`src/rtl/stid_pkg.sv`:
```
// Shared types and codes for the sorted table insert/delete unit.
`timescale 1ns / 1ps

package stid_pkg;

    // Command codes
    localparam logic CMD_INSERT = 1'b0;
    localparam logic CMD_DELETE = 1'b1;

    // Status codes
    localparam logic [1:0] STATUS_DONE      = 2'd0;
    localparam logic [1:0] STATUS_NOT_FOUND = 2'd1;
    localparam logic [1:0] STATUS_FULL      = 2'd2;

    // Input item
    typedef struct packed {
        logic               command;
        logic signed [31:0] key_value;
    } t_in_item;

    // Result item
    typedef struct packed {
        logic [1:0]         status;
        logic [4:0]         entry_count;
        logic signed [31:0] smallest_value;
        logic signed [31:0] largest_value;
    } t_out_item;

    // Broadcast from the controller to every cell
    typedef struct packed {
        logic               ins_en;
        logic               del_en;
        logic signed [31:0] key;
    } t_cell_ctrl;

endpackage

```
`src/rtl/stid_cell.sv`:
```
// One cell of the sorted table: holds one entry, compares it with the key, shifts locally.
`timescale 1ns / 1ps

module stid_cell #(
    parameter int CNT_W = 5,
    parameter int IDX   = 0
) (
    input  logic                  i_clk,
    input  stid_pkg::t_cell_ctrl  i_ctrl,
    input  logic [CNT_W-1:0]      i_count,
    input  logic                  i_left_lt,
    input  logic signed [31:0]    i_left_value,
    input  logic signed [31:0]    i_right_value,
    output logic                  o_lt,
    output logic                  o_eq,
    output logic signed [31:0]    o_value,
    output logic signed [31:0]    o_last_value
);
    import stid_pkg::*;

    localparam logic [CNT_W-1:0] IDX_C  = CNT_W'(IDX);
    localparam logic [CNT_W-1:0] NEXT_C = CNT_W'(IDX + 1);

    logic signed [31:0] r_value;
    logic signed [31:0] n_value;
    logic               occupied;
    logic               is_last;

    // Occupancy and comparisons against the broadcast key
    assign occupied = (IDX_C < i_count);
    assign is_last  = (NEXT_C == i_count);
    assign o_lt     = occupied && (r_value < i_ctrl.key);
    assign o_eq     = occupied && (r_value == i_ctrl.key);
    assign o_value  = r_value;
    assign o_last_value = is_last ? r_value : 32'sd0;

    // Insert opens a gap at the first cell not below the key; delete closes it
    always_comb begin
        n_value = r_value;
        if (i_ctrl.ins_en && !o_lt) begin
            n_value = i_left_lt ? i_ctrl.key : i_left_value;
        end else if (i_ctrl.del_en && !o_lt) begin
            n_value = i_right_value;
        end
    end

    always_ff @(posedge i_clk) begin
        r_value <= n_value;
    end

endmodule

```
`src/rtl/sorted_table_insert_delete_unit.sv`:
```
// Top level of the sorted table insert/delete unit: cell chain, count and result register.
`timescale 1ns / 1ps

// Keeps up to CAPACITY signed 32-bit values in ascending order in a chain of
// cells. An insert places the key ahead of equal or larger entries; a delete
// removes the first equal entry. Each item yields one result with status, the
// new entry count (taken modulo 32) and the smallest and largest entries (zero
// when empty). At acceptance every cell compares with the key and shifts at
// once; then, in the calculation state, the end entries are gathered from the
// chain into the output register. The input is not ready while the end entries
// are being gathered, nor while a finished result cannot yet move into the
// output register. The table is empty after reset.
module sorted_table_insert_delete_unit #(
    parameter int CAPACITY = 16
) (
    input  logic                 i_clk,
    input  logic                 i_rst_n,
    input  logic                 i_in_valid,
    output logic                 o_in_ready,
    input  stid_pkg::t_in_item   i_in_item,
    output logic                 o_out_valid,
    input  logic                 i_out_ready,
    output stid_pkg::t_out_item  o_out_item
);
    import stid_pkg::*;

    localparam int CNT_W = $clog2(CAPACITY + 1);
    localparam logic [CNT_W-1:0] FULL_C = CNT_W'(CAPACITY);

    t_cell_ctrl         cell_ctrl;
    logic               lt    [CAPACITY];
    logic               eq    [CAPACITY];
    logic signed [31:0] value [CAPACITY];
    logic signed [31:0] last_value [CAPACITY];

    logic [CNT_W-1:0]   r_count;
    logic [CNT_W-1:0]   n_count;
    logic               r_calc;
    logic [1:0]         r_status;
    logic [1:0]         n_status;
    logic               r_out_valid;
    t_out_item          r_out_item;
    t_out_item          result;
    logic               accept;
    logic               found;
    logic               full;
    logic [CNT_W+4:0]   count_ext;
    logic signed [31:0] largest;

    assign o_in_ready  = !r_calc;
    assign accept      = i_in_valid && o_in_ready;
    assign o_out_valid = r_out_valid;
    assign o_out_item  = r_out_item;

    // Match and full detection
    always_comb begin
        found = 1'b0;
        for (int i = 0; i < CAPACITY; i++) begin
            found = found | eq[i];
        end
    end
    assign full = (r_count == FULL_C);

    // Controls broadcast to the cells
    assign cell_ctrl.key    = i_in_item.key_value;
    assign cell_ctrl.ins_en = accept && (i_in_item.command == CMD_INSERT) && !full;
    assign cell_ctrl.del_en = accept && (i_in_item.command == CMD_DELETE) && found;

    // Count and status for the item being accepted
    always_comb begin
        n_count  = r_count;
        n_status = STATUS_DONE;
        if (i_in_item.command == CMD_INSERT) begin
            if (full) begin
                n_status = STATUS_FULL;
            end else begin
                n_count = r_count + 1'b1;
            end
        end else begin
            if (found) begin
                n_count = r_count - 1'b1;
            end else begin
                n_status = STATUS_NOT_FOUND;
            end
        end
    end

    // Cell chain
    for (genvar g = 0; g < CAPACITY; g++) begin : g_cell
        logic               left_lt;
        logic signed [31:0] left_value;
        logic signed [31:0] right_value;

        if (g == 0) begin : g_first
            assign left_lt    = 1'b1;
            assign left_value = value[g];
        end else begin : g_mid
            assign left_lt    = lt[g-1];
            assign left_value = value[g-1];
        end
        if (g == CAPACITY - 1) begin : g_last
            assign right_value = value[g];
        end else begin : g_inner
            assign right_value = value[g+1];
        end

        stid_cell #(
            .CNT_W (CNT_W),
            .IDX   (g)
        ) u_cell (
            .i_clk         (i_clk),
            .i_ctrl        (cell_ctrl),
            .i_count       (r_count),
            .i_left_lt     (left_lt),
            .i_left_value  (left_value),
            .i_right_value (right_value),
            .o_lt          (lt[g]),
            .o_eq          (eq[g]),
            .o_value       (value[g]),
            .o_last_value  (last_value[g])
        );
    end

    // Gather the end entries from the updated chain
    always_comb begin
        largest = 32'sd0;
        for (int i = 0; i < CAPACITY; i++) begin
            largest = largest | last_value[i];
        end
    end
    assign count_ext = {5'd0, r_count};
    always_comb begin
        result.status         = r_status;
        result.entry_count    = count_ext[4:0];
        result.smallest_value = (r_count != '0) ? value[0] : 32'sd0;
        result.largest_value  = largest;
    end

    // Control registers
    always_ff @(posedge i_clk) begin
        if (!i_rst_n) begin
            r_count     <= '0;
            r_calc      <= 1'b0;
            r_out_valid <= 1'b0;
        end else begin
            if (accept) begin
                r_count <= n_count;
                r_calc  <= 1'b1;
            end else if (r_calc && (!r_out_valid || i_out_ready)) begin
                r_calc  <= 1'b0;
            end
            if (r_calc && (!r_out_valid || i_out_ready)) begin
                r_out_valid <= 1'b1;
            end else if (i_out_ready) begin
                r_out_valid <= 1'b0;
            end
        end
    end

    // Payload registers
    always_ff @(posedge i_clk) begin
        if (accept) begin
            r_status <= n_status;
        end
        if (r_calc && (!r_out_valid || i_out_ready)) begin
            r_out_item <= result;
        end
    end

endmodule
```
`config.mk`:
```
export PLATFORM = sky130hd
export DESIGN_NAME = sorted_table_insert_delete_unit
export DESIGN_NICKNAME = d
export VERILOG_FILES = /design/src/rtl/stid_pkg.sv /design/src/rtl/stid_cell.sv /design/src/rtl/sorted_table_insert_delete_unit.sv
export SDC_FILE = /design/constraint.sdc
export NUM_CORES = 2
export LEC_CHECK = 0
export ABC_AREA = 1
export BUFFER_PORTS_ARGS = -buffer_cell sky130_fd_sc_hd__clkbuf_2
export CORE_ASPECT_RATIO = 0.6
export CORE_MARGIN = 1.5
export CORE_UTILIZATION = 50
export CTS_CLUSTER_SIZE = 25
export DETAILED_ROUTE_END_ITERATION = 8
export GPL_TIMING_DRIVEN = 0
export PLACE_DENSITY_LB_ADDON = 0.05
export SLEW_MARGIN = 25
export SYNTH_ARGS = -nofsm -noshare
export SYNTH_HDL_FRONTEND = slang
export SYNTH_SLANG_ARGS = --single-unit
export TNS_END_PERCENT = 100
```
`constraint.sdc`:
```
create_clock -name i_clk -period 13.4 [get_ports i_clk]
set_input_delay 0 -clock i_clk [delete_from_list [all_inputs] [get_ports i_clk]]
set_output_delay 0 -clock i_clk [all_outputs]
set_load 0.01 [all_outputs]
```
==> impl_metrics.env <==
export IMPL_cp_end_kind="flip-flop"
export IMPL_place_area_sq_um=50340
export IMPL_wl_per_cell_um=26.67
export IMPL_crit_path_start_kind="input port"
export IMPL_firstDrtPassIters=8
export IMPL_ys_flop_type="edfxtp_1"
export IMPL_clk_pin_slew_ns=0.07
export IMPL_startpoint="i_in_item[8]"
export IMPL_cts_tree="done"
export IMPL_die_h_um=241.6
export IMPL_wirelength_um=214500
export IMPL_fin_worst_skew_ns=0.02287
export IMPL_num_io_pins=110
export IMPL_arrival_ns=5.59
export IMPL_drive_gt1_share_pct=5.979
export IMPL_ys_ff_latch=592
export IMPL_min_path_type="in -> reg"
export IMPL_placementRows=87
export IMPL_die_x_um=400.7
export IMPL_crit_slowest_cell="clkinv_1"
export IMPL_avgSynthCellArea_sq_um=7.290
export IMPL_syn_to_final_growth_pct=11.31
export IMPL_via_per_inst=6.220
export IMPL_multiInputGateArea_sq_um=27110
export IMPL_grt_max_degree=21
export IMPL_path_common_cell="nand2_1"
export IMPL_tightest_slew_ns=1.220
export IMPL_globalplace_congestion=1.032
export IMPL_ir_drop_mv=0.09405
export IMPL_synth_edf_count=585
export IMPL_drcViolationCount=0
export IMPL_min_period_ns=5.160
export IMPL_antenna_found_initial=12
export IMPL_nFillCells=9125
export IMPL_ant_nets=0
export IMPL_nNetsFinal=7295
export IMPL_min_path_cells=5
export IMPL_slew_headroom_pct=18.64
export IMPL_io_buffers=108
export IMPL_rr_worst_depth=13
export IMPL_core_sq_um=93940
export IMPL_hpwl_um=174500
export IMPL_crit_fanout=20
export IMPL_grt_setup_unrepaired="false"
export IMPL_async_flop_share_pct=0
export IMPL_htree_levels=3
export IMPL_stdcell_area_sq_um=52800
export IMPL_finalPower_uw=5752
export IMPL_cts_inserted_buffers=66
export IMPL_syn_cell_area_sq_um=47440
export IMPL_die_area_sq_um=96790
export IMPL_power_density_nw_per_um2=108.9
export IMPL_met2WireLength_um=75690
export IMPL_syn_inst=6507
export IMPL_setup_tns_ns=0
export IMPL_fin_hold_ws_ns=0.2917
export IMPL_insertion_delay_ns=0.68
export IMPL_drt_iter0_drc=7953
export IMPL_grtUsageTotal_pct=43.27
export IMPL_ys_seq_area_share_pct=37.33
export IMPL_final_hold_viol_count=0
export IMPL_m1WireLength_um=95020
export IMPL_final_cells=8045
export IMPL_dp_cells=7881
export IMPL_status="finished clean"
export IMPL_max_stage_delay_ns=0.82
export IMPL_regToRegSetupSlack_ns=8.62
export IMPL_first_global_vias=44180
export IMPL_timing_fmax_ghz=0.1938
export IMPL_r2r_end="g_cell[9].u_cell.o_value[26]$_DFFE_PP_"
export IMPL_cts_sinks=592
export IMPL_worstPathCellList="dlygate4sd3_1 > clkbuf_2 > clkinv_1 > ha_1 > nand3_1 > nor2_1 > nand2_1 > nand2_1 > nand2_1 > nand3_1 > nand3_1 > nand2_1 > inv_2 > buf_2 > nand2_1 > nand2_1"
export IMPL_grt_pass1_wl_um=305500
export IMPL_top_layer="met5"
export IMPL_setup_viol=0
export IMPL_grt_overflow_total=0
export IMPL_critPathRequiredTime_ns=13.83
export IMPL_reg2reg_from="g_cell[9].u_cell.o_value[27]$_DFFE_PP_"
export IMPL_hold_end="g_cell[1].u_cell.o_value[0]$_DFFE_PP_"
export IMPL_route_met3_wl_um=36500
export IMPL_root_buffer="clkbuf_16"
export IMPL_max_cap_violations=0
export IMPL_finalMaxSlewViolations=0
export IMPL_initial_core_util_pct=50.50
export IMPL_hold_start="i_in_item[0]"
export IMPL_finalCritPeriodShare_pct=38.51
export IMPL_cts_resized=0
export IMPL_synthDistinctLibCells=45
export IMPL_vias=50040
export IMPL_yosys_warnings=0
export IMPL_register_area_sq_um=17710
export IMPL_critPathKind="in -> reg"
export IMPL_syn_nets=7061
export IMPL_cts_buffer_depth=3
export IMPL_leakagePower_uw=0.02543
==> synthesized netlist by cell type, types with 2 or more instances <==
cell type	count	share of area [%]
o2111ai_1	27	0.50
edfxtp_1	585	37
o21a_1	23	0.36
o21ai_2	2	0.037
o21ai_1	11	0.12
a21oi_1	238	2.5
xor2_1	5	0.092
nand3_2	7	0.15
nor4_1	16	0.21
a21o_1	19	0.30
buf_6	3	0.071
o21bai_1	6	0.095
a31oi_1	14	0.18
o211ai_1	31	0.49
nand3_1	187	2.0
nor2_1	260	2.1
buf_2	100	1.1
nor2_2	2	0.026
o21ai_0	125	1.3
buf_1	6	0.047
a211oi_1	7	0.11
and3_1	2	0.026
a22o_1	24	0.44
clkbuf_1	243	1.9
inv_1	348	2.8
ha_1	517	14
a2111oi_0	2	0.037
nand4_1	466	6.1
inv_2	24	0.19
dfxtp_1	7	0.30
o22ai_1	2	0.026
nor3_1	9	0.095
a221oi_1	29	0.54
nand2_1	3144	25
nand2_2	6	0.079
==> through the flow <==
| stage | util [%] | setup slack, ns |
|---|---|---|
| 2_1_floorplan | - | 8.969 |
| 3_3_place_gp | 52.73 | 6.107 |
| 3_5_place_dp | 53.59 | 8.688 |
| 4_1_cts | 56.17 | 8.825 |
| 5_1_grt | 56.18 | 8.343 |
| 6_report | 56.21 | 8.240 |
==> cells in the final DEF (no fill, tap or decap), drive strengths merged <==
master       instances
o221ai               1
clkinvlp             1
o21bai               6
bufinv               4
inv                373
o2111ai             27
nor3                10
nor2               263
a2111oi              2
dlygate4sd3         38
and3                 2
nand3b               1
a22o                24
o211ai              31
a31oi               14
diode                9
or2                  1
o21ai              138
a211oi               7
a221oi              29
xnor2                1
clkbuf             431
o22ai                2
nand4              467
edfxtp             585
nand2             3150
nand3              195
buf                130
dfxtp                7
clkinv              32
o21a                23
a21o                19
nor4                16
ha                 517
a21oi              238
xor2                 5
==> kinds of logic after synthesis <==
group                      count (synthesis)  synth area share (%)
buffers and inverters                    726                 6.064
AOI/OAI and AO/OA                        561                 7.087
xor gates and xnor gates                   6                0.1108
and+or+nand+nor                         4105                 35.78
DFF                                      592                 37.33
adders and majority gates                517                 13.64
==> where the power goes <==
group | leakage (uW) | internal, uW | switching, uW
logic | 0.0189 | 426 | 1080
clock network | 0.00101 | 1020 | 881
registers | 0.00552 | 2210 | 135
==> sequential cells by signal, indices dropped and copies added (netlist names) <==
| signal | cells |
|---|---|
| r_count | 5 |
| r_status | 2 |
| o_out_item | 71 |
| g_cell.u_cell.o_value | 512 |
| r_calc | 1 |
| o_out_valid | 1 |
==> worst max-delay path: cells and delay by family <==
family,cells,cell delay (ns)
fa+ha+maj,1,0.68
simple gates,10,2.89
buf+inv,5,1.99
==> cell type report <==
type	instances	area share [%]
multi-input cells	5189	51.34
well taps	1246	2.953
clock inverters	37	0.5118
repair buffers	166	2.763
plain buffers	353	2.836
flip-flops and latches	592	33.53
inverters	373	2.652
diodes	9	0.04265
clock buffers	80	3.367
==> worst max-delay path by stage <==
| stage | endpoint | slack, ns | depth (start not counted) |
|---|---|---|---|
| after floorplan | o_out_item[0]$_DFFE_PP_ | 8.97 | 2 |
| after global placement | o_out_item[4]$_DFFE_PP_ | 6.11 | 2 |
| after detailed placement | g_cell[9].u_cell.o_value[5]$_DFFE_PP_ | 8.69 | 15 |
| after CTS | g_cell[9].u_cell.o_value[5]$_DFFE_PP_ | 8.83 | 16 |
| after global routing | g_cell[9].u_cell.o_value[4]$_DFFE_PP_ | 8.34 | 16 |
| final | g_cell[2].u_cell.o_value[27]$_DFFE_PP_ | 8.24 | 16 |
==> metal layers <==
| metal | up-vias | GRT usage [%] |
|---|---|---|
| met1 | 23560 | 67.47 |
| met4 | 12 | 12.83 |
| li1 | 22530 | - |
| met2 | 3605 | 52.79 |
| met3 | 329 | 17.15 |
| met5 | - | 0 |
==> what timing repair did <==
action | CTS | global route
buffers inserted | 0 | 0
endpoints found under the hold margin | 83 | 0
hold buffers | 38 | 0
setup endpoints to repair | 0 | 0
Power figures use the tool's default switching activity.
